==> config.mk <==
export PLATFORM = sky130hd
export DESIGN_NAME = pce_controller
export DESIGN_NICKNAME = d
export VERILOG_FILES = /design/src/rtl/pce_pkg.sv /design/src/rtl/pce_controller.sv
export SDC_FILE = /design/constraint.sdc
export NUM_CORES = 1
export LEC_CHECK = 0
export ABC_AREA = 1
export BUFFER_PORTS_ARGS = -buffer_cell sky130_fd_sc_hd__buf_4
export CAP_MARGIN = 15
export CORE_MARGIN = 4
export CORE_UTILIZATION = 40
export CTS_CLUSTER_SIZE = 20
export DETAILED_ROUTE_END_ITERATION = 8
export GPL_ROUTABILITY_DRIVEN = 0
export MAX_ROUTING_LAYER = met4
export PLACE_DENSITY = 0.65
export SKIP_CTS_REPAIR_TIMING = 1
export SLEW_MARGIN = 0
export SYNTH_ARGS = -nofsm -noshare
export SYNTH_HDL_FRONTEND = slang
export SYNTH_SLANG_ARGS = --single-unit
==> constraint.sdc <==
create_clock -name clock -period 6.4 [get_ports clock]
set_clock_uncertainty 0.1 [all_clocks]
set_input_delay 0.64 -clock clock [delete_from_list [all_inputs] [get_ports clock]]
set_output_delay 0.64 -clock clock [all_outputs]
set_load 0.03 [all_outputs]
==> src/rtl/pce_pkg.sv <==
// shared types and constants for the polynomial coefficient engine
package pce_pkg;

   localparam int TermsDefault = 32;

   typedef enum logic [3:0] {
      OP_SET   = 4'd0,
      OP_ACC   = 4'd1,
      OP_CLEAR = 4'd2,
      OP_DUMP  = 4'd3,
      OP_EVAL  = 4'd4,
      OP_DERIV = 4'd5,
      OP_SUM   = 4'd6,
      OP_DIFF  = 4'd7,
      OP_PROD  = 4'd8
   } opcode_type;

   typedef enum logic [1:0] {
      ST_OK     = 2'd0,
      ST_RANGE  = 2'd1,
      ST_DEGREE = 2'd2,
      ST_SAT    = 2'd3
   } status_type;

   typedef enum logic [3:0] {
      CMD_NONE,
      CMD_WRITE_REQ,
      CMD_CLEAR_ROW,
      CMD_EVAL_MUL,
      CMD_EVAL_STEP,
      CMD_DERIV_ROW,
      CMD_ADDSUB_ROW,
      CMD_DEGREE_ROW,
      CMD_PROD_INIT,
      CMD_PROD_MAC,
      CMD_PROD_SAT,
      CMD_EMIT_ROW
   } cmd_type;

   typedef struct packed {
      cmd_type    cmd;
      logic [6:0] idx_i;
      logic [6:0] idx_j;
      logic       use_result;
      logic       clear_flag;
   } ctrl_type;

   typedef struct packed {
      logic degree_bad;
      logic flag;
   } stat_type;

endpackage

==> src/rtl/pce_controller.sv <==
// sequencer that walks each request through the datapath and the output register
module pce_controller #(
   parameter int TERMS = pce_pkg::TermsDefault
) (
   input  logic               clock,
   input  logic               reset,
   input  logic               req_tvalid,
   output logic               req_tready,
   input  logic [3:0]         req_op,
   input  logic [5:0]         req_exponent,
   output logic [3:0]         op_ff,
   output logic [5:0]         exp_ff,
   output pce_pkg::ctrl_type  ctrl,
   input  pce_pkg::stat_type  stat,
   input  logic signed [47:0] acc_out,
   input  logic signed [31:0] row_value,
   input  logic               row_sat,
   output logic               rsp_tvalid,
   input  logic               rsp_tready,
   output logic [1:0]         rsp_status,
   output logic [5:0]         rsp_index,
   output logic signed [47:0] rsp_value,
   output logic               rsp_tlast
);
   import pce_pkg::*;

   typedef enum logic [8:0] {
      S_IDLE   = 9'b000000001,
      S_EXEC   = 9'b000000010,
      S_CLEAR  = 9'b000000100,
      S_EVAL   = 9'b000001000,
      S_ROWS   = 9'b000010000,
      S_DEGREE = 9'b000100000,
      S_MAC    = 9'b001000000,
      S_EMIT   = 9'b010000000,
      S_SINGLE = 9'b100000000
   } state_type;

   localparam logic [6:0] Last = 7'(TERMS - 1);

   // kind of single result, held in j while in S_SINGLE
   localparam logic [6:0] ResWrite  = 7'd0;
   localparam logic [6:0] ResRange  = 7'd1;
   localparam logic [6:0] ResEval   = 7'd2;
   localparam logic [6:0] ResClear  = 7'd3;
   localparam logic [6:0] ResDegree = 7'd4;

   state_type  state_ff, state_in;
   logic [6:0] i_ff, i_in, j_ff, j_in;
   logic       emit_res_ff, emit_res_in;
   logic       ov_ff, ov_in;
   logic [1:0] st_ff, st_in;
   logic [5:0] ix_ff, ix_in;
   logic signed [47:0] val_ff, val_in;
   logic       last_ff, last_in;
   logic [3:0] op_in;
   logic [5:0] exp_in;
   logic       free;

   assign free       = !ov_ff || rsp_tready;
   assign req_tready = (state_ff == S_IDLE);

   always_comb begin
      state_in    = state_ff;
      i_in        = i_ff;
      j_in        = j_ff;
      emit_res_in = emit_res_ff;
      op_in       = op_ff;
      exp_in      = exp_ff;
      ov_in       = ov_ff && !rsp_tready;
      st_in       = st_ff;
      ix_in       = ix_ff;
      val_in      = val_ff;
      last_in     = last_ff;
      ctrl        = '0;
      ctrl.idx_i  = i_ff;
      ctrl.idx_j  = j_ff;
      ctrl.use_result = emit_res_ff;
      unique case (state_ff)
         S_IDLE: begin
            if (req_tvalid) begin
               op_in    = req_op;
               exp_in   = req_exponent;
               i_in     = '0;
               j_in     = '0;
               state_in = S_EXEC;
            end
         end
         S_EXEC: begin
            ctrl.clear_flag = 1'b1;
            unique case (op_ff)
               OP_SET, OP_ACC: begin
                  if (7'(exp_ff) >= 7'(TERMS)) begin
                     state_in = S_SINGLE;
                     j_in     = ResRange;
                  end else begin
                     ctrl.cmd = CMD_WRITE_REQ;
                     state_in = S_SINGLE;
                     j_in     = ResWrite;
                  end
               end
               OP_CLEAR: state_in = S_CLEAR;
               OP_DUMP: begin
                  emit_res_in = 1'b0;
                  state_in    = S_EMIT;
               end
               OP_EVAL: begin
                  i_in     = Last;
                  state_in = S_EVAL;
               end
               OP_DERIV, OP_SUM, OP_DIFF: state_in = S_ROWS;
               OP_PROD: state_in = S_DEGREE;
               default: state_in = S_IDLE;
            endcase
         end
         S_CLEAR: begin
            ctrl.cmd = CMD_CLEAR_ROW;
            if (i_ff == Last) begin
               j_in     = ResClear;
               state_in = S_SINGLE;
            end else begin
               i_in = i_ff + 7'd1;
            end
         end
         S_EVAL: begin
            if (j_ff == 7'd0) begin
               ctrl.cmd = CMD_EVAL_MUL;
               j_in     = 7'd1;
            end else begin
               ctrl.cmd = CMD_EVAL_STEP;
               j_in     = 7'd0;
               if (i_ff == 7'd0) begin
                  j_in     = ResEval;
                  state_in = S_SINGLE;
               end else begin
                  i_in = i_ff - 7'd1;
               end
            end
         end
         S_ROWS: begin
            ctrl.cmd = (op_ff == OP_DERIV) ? CMD_DERIV_ROW : CMD_ADDSUB_ROW;
            if (i_ff == Last) begin
               i_in        = '0;
               emit_res_in = 1'b1;
               state_in    = S_EMIT;
            end else begin
               i_in = i_ff + 7'd1;
            end
         end
         S_DEGREE: begin
            ctrl.cmd = CMD_DEGREE_ROW;
            if (j_ff == Last) begin
               j_in = '0;
               if (i_ff == Last) begin
                  i_in     = '0;
                  j_in     = 7'd0;
                  state_in = S_MAC;
               end else begin
                  i_in = i_ff + 7'd1;
               end
            end else begin
               j_in = j_ff + 7'd1;
            end
         end
         S_MAC: begin
            if (stat.degree_bad) begin
               j_in     = ResDegree;
               state_in = S_SINGLE;
            end else if (j_ff == 7'd0 && i_ff == 7'd0 && !emit_res_ff) begin
               ctrl.cmd    = CMD_PROD_INIT;
               emit_res_in = 1'b1;
            end else if (j_ff == 7'd0 && emit_res_ff && i_ff != Last) begin
               ctrl.cmd = CMD_PROD_INIT;
               ctrl.idx_i = i_ff + 7'd1;
               i_in     = i_ff + 7'd1;
               if (i_ff + 7'd1 == Last) begin
                  i_in        = '0;
                  j_in        = 7'd1;
                  emit_res_in = 1'b0;
               end
            end else if (j_ff == 7'd0 && emit_res_ff) begin
               i_in        = '0;
               j_in        = 7'd1;
               emit_res_in = 1'b0;
            end else if (j_ff >= 7'd1 && j_ff <= 7'(TERMS)) begin
               ctrl.cmd   = CMD_PROD_MAC;
               ctrl.idx_j = j_ff - 7'd1;
               if (i_ff + j_ff - 7'd1 >= Last || j_ff == 7'(TERMS)) begin
                  j_in = 7'd1;
                  if (i_ff == Last) begin
                     i_in = '0;
                     j_in = 7'(TERMS + 1);
                  end else begin
                     i_in = i_ff + 7'd1;
                  end
               end else begin
                  j_in = j_ff + 7'd1;
               end
            end else begin
               ctrl.cmd = CMD_PROD_SAT;
               if (i_ff == Last) begin
                  i_in        = '0;
                  emit_res_in = 1'b1;
                  state_in    = S_EMIT;
               end else begin
                  i_in = i_ff + 7'd1;
               end
            end
         end
         S_EMIT: begin
            if (free) begin
               ov_in   = 1'b1;
               st_in   = row_sat ? ST_SAT : ST_OK;
               ix_in   = 6'(i_ff);
               val_in  = 48'(row_value);
               last_in = (i_ff == Last);
               if (i_ff == Last) begin
                  i_in     = '0;
                  state_in = S_IDLE;
               end else begin
                  i_in = i_ff + 7'd1;
               end
            end
         end
         S_SINGLE: begin
            if (free) begin
               ov_in   = 1'b1;
               last_in = 1'b1;
               ix_in   = '0;
               val_in  = '0;
               st_in   = ST_OK;
               unique case (j_ff)
                  ResWrite: begin
                     st_in  = stat.flag ? ST_SAT : ST_OK;
                     ix_in  = exp_ff;
                     val_in = acc_out;
                  end
                  ResRange: st_in = ST_RANGE;
                  ResEval: begin
                     st_in  = stat.flag ? ST_SAT : ST_OK;
                     val_in = acc_out;
                  end
                  ResDegree: st_in = ST_DEGREE;
                  default: ;
               endcase
               state_in = S_IDLE;
            end
         end
         default: state_in = S_IDLE;
      endcase
   end

   always_ff @(posedge clock) begin
      if (reset) begin
         state_ff    <= S_IDLE;
         ov_ff       <= 1'b0;
         i_ff        <= '0;
         j_ff        <= '0;
         emit_res_ff <= 1'b0;
      end else begin
         state_ff    <= state_in;
         ov_ff       <= ov_in;
         i_ff        <= i_in;
         j_ff        <= j_in;
         emit_res_ff <= (state_ff == S_EXEC && op_ff == OP_PROD) ? 1'b0 : emit_res_in;
      end
      op_ff   <= op_in;
      exp_ff  <= exp_in;
      st_ff   <= st_in;
      ix_ff   <= ix_in;
      val_ff  <= val_in;
      last_ff <= last_in;
   end

   assign rsp_tvalid = ov_ff;
   assign rsp_status = st_ff;
   assign rsp_index  = ix_ff;
   assign rsp_value  = val_ff;
   assign rsp_tlast  = last_ff;

endmodule
=== After elaboration in Yosys (flattened, before gate mapping) ===
Index checks and enable logic that the tools add are counted.
Widths: inputs -> output; s select.

* Register bits after elaboration: 92
* Output and inout port bits: 89
* Word-level logic and storage cells: 194

* Multiplexer cells: 93
* Reductions and logical operators: 30
* Order comparisons: 4
* Add/sub/neg operators: 6
* Eq/ne operators: 50

{| class="wikitable"
|+ Operator list
! kind !! count
|-
| $mux 7 || 29
|-
| $mux 48 || 3
|-
| $mux 9 || 15
|-
| $pmux 48 s2 || 1
|-
| $pmux 9 s9 || 1
|-
| $pmux 7 s8 || 1
|-
| $pmux 9 s6 || 1
|-
| $pmux 7 s6 || 1
|-
| $mux 14 || 2
|-
| $ne 2x2->1 const B || 13
|-
| $mux 6 || 4
|-
| $pmux 4 s6 || 1
|-
| $eq 7x5->1 const B || 3
|-
| $sub 7x1->7 const B || 3
|-
| $mux 18 || 1
|-
| $eq 4x3->1 const B || 4
|-
| $mux 1 || 16
|-
| $mux 2 || 8
|-
| $ne 5x5->1 const B || 3
|-
| $add 7x1->7 const B || 2
|-
| $logic_not 7->1 || 2
|-
| $reduce_and 13->1 || 1
|-
| $mux 4 || 3
|-
| $ne 3x3->1 const B || 4
|-
| other kinds (45) || 61
|}

=== Logic depth before layout (Yosys ltp) ===
Gate-level depths: netlist (run 1).

* Depth in word-level cells: 11
* Depth in mapped cells: 18
* Gate-level depth less buffers: 17

=== Worst setup path before layout (run 1) ===
OpenSTA, ideal clock, no wires.

* Kind: register -> register
* Start: reg state_ff[4]
* End: reg ix_ff[0], in the netlist rsp_index[0] (enable)
* Library setup time: 0.491 ns
* Cell stages (with the launch flop): 7
* Slack: 1.925 ns
* Arrival time: 3.884 ns
* Required time: 5.809 ns
* Path through: dfxtp_1 nor2_2 nand2_2 inv_4 nand3_2 clkbuf_1 a21oi_1

* Longest elaborated chain between the ends: 3
* Elaborated cells between the ends (all ways): 6
* Those cells by class: 4 x eq/ne; 2 x reduce/logical

{| class="wikitable"
|+ RTL lines
! item !! RTL line !! source
|-
| start, declared || pce_controller.sv:48 || <nowiki>state_type state_ff, state_in;</nowiki>
|-
| start signal, assigned || pce_controller.sv:261 || <nowiki>state_ff <= state_in;</nowiki>
|-
| $eq 9x8->1 / $eq 9x9->1 (equally long branches) || pce_controller.sv:79 || <nowiki>unique case (state_ff)</nowiki>
|-
| $ne 2x2->1 (no line) / $reduce_bool 2->1 (equally long branches) || -- ||
|-
| $reduce_and 3->1 (no line) * || -- ||
|-
| end signal, assigned || pce_controller.sv:270 || <nowiki>ix_ff <= ix_in;</nowiki>
|-
| end, declared || pce_controller.sv:53 || <nowiki>logic [5:0] ix_ff, ix_in;</nowiki>
|}

Every way passes the cells marked *; elsewhere a longest branch is shown, timed or not.
A chain may end at the register's enable or synchronous reset.

==> summary.md, run 1 <==
| Metric | Value |
|---|---|
| Outcome | complete, no violations |
| Leak | between 3 and 4 nW |
| Die width | approximately 130 um |
| Worst hold slack | 363.2 ps |
| CP cell instances | inv_1 > ha_1 > nand3_1 > nor2_4 > inv_1 > nor2_2 > nand2_1 > nand2_2 > nor2_1 > or3_1 > buf_4 |
| Crit-path slowest cell | dfxtp_1 |
| Total track usage | 0.2139 |
| Layout area overhead | 31.62% |
| Vias in the first global route | roughly 5.0k |
| CTS tree | built |
| CP top delay family | simple AND/OR/NAND/NOR gates |
| Max-cap violations | 0 |
| Post-route core utilization | 0.5444 |
| Critical Path RT | approximately 5700 ps |
| Final number of setup-violating endpoints | 0 |
| Initial antenna violation count | 0 |
| Ys flop type | edfxtp_1 |
| Avg Inst Size Synth | 7.723 um^2 |
| First-pass iteration count of the detailed router | 5 |
| Post-synth top area cell | edfxtp_1 |
| Placed Area | 7368 um^2 |
| Routed WL | 17830 um |
| Vias | between 5k and 6k |
| DPL Wire Length | around 14000 um |
| DRC violations left | 0 |
| Row cnt | between 40 and 50 |
| Die height | between 100 and 150 um |
| Synth Instances | 752 |
| Core area | roughly 14000 um^2 |
| Largest net degree at the start of global routing | 58 |
| Kind of critical path | register to primary output |
| RSZ-0062 raised after global routing | no |
| Inst Count DP | 1102 |
| Initial Util | 0.4136 |
| Global-route wire length before repair | about 27000 um |
| Post-Syn Nets | around 870 |
| Dominant cells by area after synthesis | edfxtp_1 35%, nand2_1 12%, dfxtp_1 8.6% |
| Minimum clock period | around 3500 ps |
| WP buf/inv | 3 |
| Final hold vios | 0 |
| R2r setup slk | between 3000 and 4000 ps |
| Max Clk Rate | between 0.2 and 0.3 GHz |
| Worst r2r src | i_ff[1]$_SDFFE_PP0P_ |
| Pwr dens | between 150 and 200 nW/um^2 |
| Fin Setup TNS | 0 ps |
| H-tree Lvls | 3 |
| Critical path startpoint category | register |
| Final Cell Area | roughly 7600 um^2 |
| Die area | around 17000 um^2 |
| Yosys warning count | 0 |
| Crit Reg-Reg Endpoint | j_ff[5]$_SDFFE_PP0P_ |
| Synth cell types | between 40 and 50 |
| Worst slew margin | 0.2676 |
| Hold WC Path Type | input pin to register |
| I/O pin cnt | 186 |
| Starting DRC count in detailed routing | a little over 500 |
| Grt ovf | 0 |
| WL/cell | 15.94 um |
| # port buffers | between 150 and 200 |
| Synthesized area | roughly 5800 um^2 |
| Hold Path Sink | op_ff[3]$_DFFE_PP_ |
| Number of synthesized flops with an enable pin | between 60 and 70 |
| Synth top area share | 0.3464 |
| CTS root buf | clkbuf_16 |
| Hold path start | req_op[3] |
| Num CTS Buffers | 9 |
| Clock Path Buffers | 2 |
| Sequential area share after synthesis | 0.4326 |
| Worst-Margin Slew | between 1000 and 1500 ps |
| Via density | 4.930 |
| Max VDD drop | approximately 0.13 mV |
| Reg clk slew, reported paths | 70 ps |
| CTS Sinks | 92 |
| Most numerous cell in the Yosys netlist | nand2_1 |
| Diode count | 0 |
| R2R cell count | 15 |
| Ratio of final minimum period to clock period | 0.5535 |
| Antenna-violating nets left | 0 |
| CP Data Arrival Time | 2800 ps |
| Post-synth top cells | 179 x nand2_1, 109 x inv_1, 79 x o21ai_0 |
| Ys async rst share | 0 |
| Layout cells sized above 1 | 0.2932 |
| Worst path most repeated cell | inv_1 |
| Max-slew violation count | 0 |
| Crit path max fanout | 9 |
| Fin cells | approximately 1.1k |
| Clk_lat worst skew | roughly 350 ps |
| Hold Crit Depth | 1 |
| Net count, final | around 1.0k |
| Crit. End Element | primary output |
| Slowest stage delay, CP | 390 ps |
| Yosys reg bits | 92 |
==> final cells by class <==
type	instances	area [um^2]
well taps	180	225.2
repair buffers	190	1426
flip-flops and latches	92	2512
fillers	1384	6397
clock inverters	6	47.55
multi-input cells	514	2726
clock buffers	10	229.0
inverters	126	478.0
==> state kept, by name, summed over array words and instances (netlist names) <==
| signal | flops |
|---|---|
| rsp_value | 48 |
| state_ff | 9 |
| i_ff | 7 |
| j_ff | 7 |
| exp_ff | 6 |
| rsp_index | 6 |
| op_ff | 4 |
| rsp_status | 2 |
| emit_res_ff | 1 |
| rsp_tlast | 1 |
| rsp_tvalid | 1 |
==> stage by stage <==
step / worst slack (ps) / power [mW]
after floorplan: 1925 / 0.8094
after global placement: 3326 / 0.9021
after detailed placement: 3267 / 0.9041
after CTS: 2881 / 1.406
after global routing: 2681 / 1.455
final: 2858 / 1.396
==> power by group <==
part | internal [mW] | switching [mW]
clock | 0.267 | 0.236
sequential | 0.649 | 0.0108
combinational | 0.0947 | 0.139
total | 1.01 | 0.386
==> worst max-delay path by stage <==
stage,to,cells after the start,startpoint
2_1_floorplan,rsp_index[0]$_DFFE_PP_,6,state_ff[4]$_SDFFE_PP0P_
3_3_place_gp,ctrl[16],11,j_ff[0]$_SDFFE_PP0P_
3_5_place_dp,ctrl[16],11,j_ff[0]$_SDFFE_PP0P_
4_1_cts,ctrl[16],11,j_ff[0]$_SDFFE_PP0P_
5_1_grt,ctrl[16],11,j_ff[0]$_SDFFE_PP0P_
6_report,ctrl[16],11,j_ff[0]$_SDFFE_PP0P_
==> per-layer routing <==
metal  vias up  wire length (um)  track usage
met2       173              8583       0.3414
li1       2815                 -            -
met1      2498              7790       0.2770
met4         0               361      0.06609
met5         -                 0            -
met3        26              1090      0.03985
==> placed cells by master, fill, tap and decap left out, drive strengths merged <==
master	instances
o31ai	1
and2	1
nor3	13
nand2	197
clkinvlp	3
a211oi	1
edfxtp	67
nand3	58
o211ai	1
xor2	10
clkbuf	10
or2	2
fa	1
nand3b	1
or3	1
inv	128
xnor2	1
ha	18
o21ai	81
nand4	18
nor2	70
o2111ai	2
a21oi	35
buf	190
dfxtp	25
nor3b	2
clkinv	1
==> worst reg2reg max path: cells and delay by family, from the launching register on <==
family | cells | cell delay, ps
buf+inv | 2 | 190
simple gates | 8 | 920
fa+ha+maj | 3 | 920
flops | 1 | 470
compound gates | 2 | 340
==> cells by family after synthesis <==
group,after synthesis,share of synthesized area
compound gates,121,0.1094
fa+ha+maj,19,0.04222
flops,92,0.4326
buf+inv,146,0.09995
simple gates,363,0.2992
xor+xnor,11,0.01659
(Power assumes the default switching activity.)
==> inputs of run 2 (changes only) <==
Settings changed: PLACE_DENSITY 0.65 to 0.68.
Clock period 6.4 ns to 2.86 ns, I/O delays scaled along.
==> run 2 against run 1 <==
  * Setup slack lost 2800 ps
  * Critical endpoint unchanged
  * Via count grew 6.0%
  * Global-route usage grew 0.34 points
==> summary.md, run 2 (synthesis results as in run 1) <==
| Metric | Value |
|---|---|
| Starting DRC count in detailed routing | ~540 |
| CP top delay family | simple AND/OR/NAND/NOR gates |
| Grt ovf | 0 |
| Critical Path RT | 2470 ps |
| Global-route wire length before repair | 27230 um |
| Layout cells sized above 1 | 0.3237 |
| Vias in the first global route | 5212 |
| Num CTS Buffers | 9 |
| CTS tree | built |
| CP Data Arrival Time | roughly 2500 ps |
| Crit path depth | 11 |
| Routed WL | roughly 18000 um |
| Crit Reg-Reg Endpoint | i_ff[6]$_SDFFE_PP0P_ |
| Fin worst setup slack | roughly 24 ps |
| Worst slew margin | 0.6390 |
| Kind of critical path | register to primary output |
| Total power | roughly 3.2 mW |
| Via density | roughly 5 |
| H-tree Lvls | 3 |
| Area of the multi-input gates | between 2000 and 3000 um^2 |
| Initial antenna violation count | 0 |
| Final hold vios | 0 |
| Die area | 16510 um^2 |
| Pre-CTS setup slack | about 89 ps |
| Row cnt | 43 |
| Max Clk Rate | approximately 0.35 GHz |
| # port buffers | 185 |
| Hold Path Sink | exp_ff[0]$_DFFE_PP_ |
| Worst path most repeated cell | nor2_4 |
| Clock Path Buffers | 2 |
| Antenna-violating nets left | 0 |
| Post-route core utilization | 0.5695 |
| Hold WC Path Type | input pin to register |
| Commonest non-fill, non-tap cell in the layout | buf_4 |
| Net count, final | 1084 |
| Placed Area | around 7500 um^2 |
| Max-cap violations | 0 |
| Max-slew violation count | 0 |
| Core area | 14040 um^2 |
| CTS root buf | clkbuf_16 |
| Total track usage | 0.2173 |
| CP cell instances | inv_1 > ha_2 > nand2_1 > nor2_4 > nand4_1 > nor2_2 > nand2_2 > nand2_4 > nor2_4 > or3_1 > buf_4 |
| Critical path startpoint category | register |
| Largest net degree at the start of global routing | about 50 |
| Max reg flops | between 40 and 50 |
| Die width | around 130 um |
| First-pass iteration count of the detailed router | 5 |
| Crit-path slowest cell | or3_1 |
| Final number of setup-violating endpoints | 0 |
| Inst Count DP | 1120 |
| WP buf/inv | 2 |
| Worst-Margin Slew | around 540 ps |
| Hold path start | req_exponent[0] |
| WL/cell | 15.81 um |
| Worst r2r src | j_ff[3]$_SDFFE_PP0P_ |
| Crit. End Element | primary output |
| Register area | ~2500 um^2 |
| DPL Wire Length | ~14000 um |
| Reg clk slew, reported paths | 70 ps |
| Layout area overhead | 37.68% |
| Minimum clock period | approximately 2800 ps |
| Most frequent cells in the layout | 217 x buf_4, 176 x nand2_1, 106 x inv_1 |
| Die height | about 130 um |
| CTS Sinks | 92 |
| Hold Crit Depth | 1 |
| Leak | between 3 and 4 nW |
| RSZ-0062 raised after global routing | yes |
| Final Cell Area | roughly 8000 um^2 |
| Ratio of final minimum period to clock period | 0.9915 |
| Initial Util | 0.4136 |
| Max VDD drop | between 0.5 and 0.6 mV |
| DRC violations left | 0 |
| Fillers | around 1.3k |
| R2r setup slk | roughly 140 ps |
| Fin cells | approximately 1.2k |
| R2R cell count | 17 |
| Pwr dens | 398.8 nW/um^2 |
| Diode count | 0 |
| Outcome | complete, no violations |
| I/O pin cnt | ~190 |
| Slowest stage delay, CP | roughly 320 ps |
| Clk_lat worst skew | about 350 ps |
| Vias | between 5k and 6k |
| Crit path max fanout | 5 |
[run 2: per-layer routing]
layer | GRT usage | routed length, um
met5 | - | 0
met4 | 0.05250 | 405
met3 | 0.04898 | 1272
met2 | 0.3475 | 8834
met1 | 0.2819 | 7717
[run 2: worst max path at each step]
stage	from	endpoint
after CTS	i_ff[0]$_SDFFE_PP0P_	ctrl[16]
after detailed placement	j_ff[1]$_SDFFE_PP0P_	j_ff[5]$_SDFFE_PP0P_
after global placement	j_ff[1]$_SDFFE_PP0P_	j_ff[1]$_SDFFE_PP0P_
after floorplan	i_ff[1]$_SDFFE_PP0P_	j_ff[5]$_SDFFE_PP0P_
after global routing	i_ff[1]$_SDFFE_PP0P_	ctrl[16]
final	i_ff[1]$_SDFFE_PP0P_	ctrl[16]
[run 2: final cells by class]
cell class	count	share of cell area
clock buffer	9	0.02816
clock inverter	7	0.007198
inverter	126	0.05977
multi-input combinational	514	0.3488
sequential	92	0.3142
tap	180	0.02816
timing repair buffer	225	0.2137
[run 2: report_power, final]
part / total, mW / switching [mW] / internal [mW]
Clock: 1.14 / 0.540 / 0.601
Sequential: 1.47 / 0.0239 / 1.45
Combinational: 0.573 / 0.330 / 0.242
Total: 3.19 / 0.894 / 2.29
[run 2: through the flow]
step	TNS (ps)	hold slack [ps]
floorplan	0	284.9
global placement	0	364.3
detailed placement	0	365.3
CTS	-714.0	-6.414
global route	-120.7	5.485
finish	0	25.26
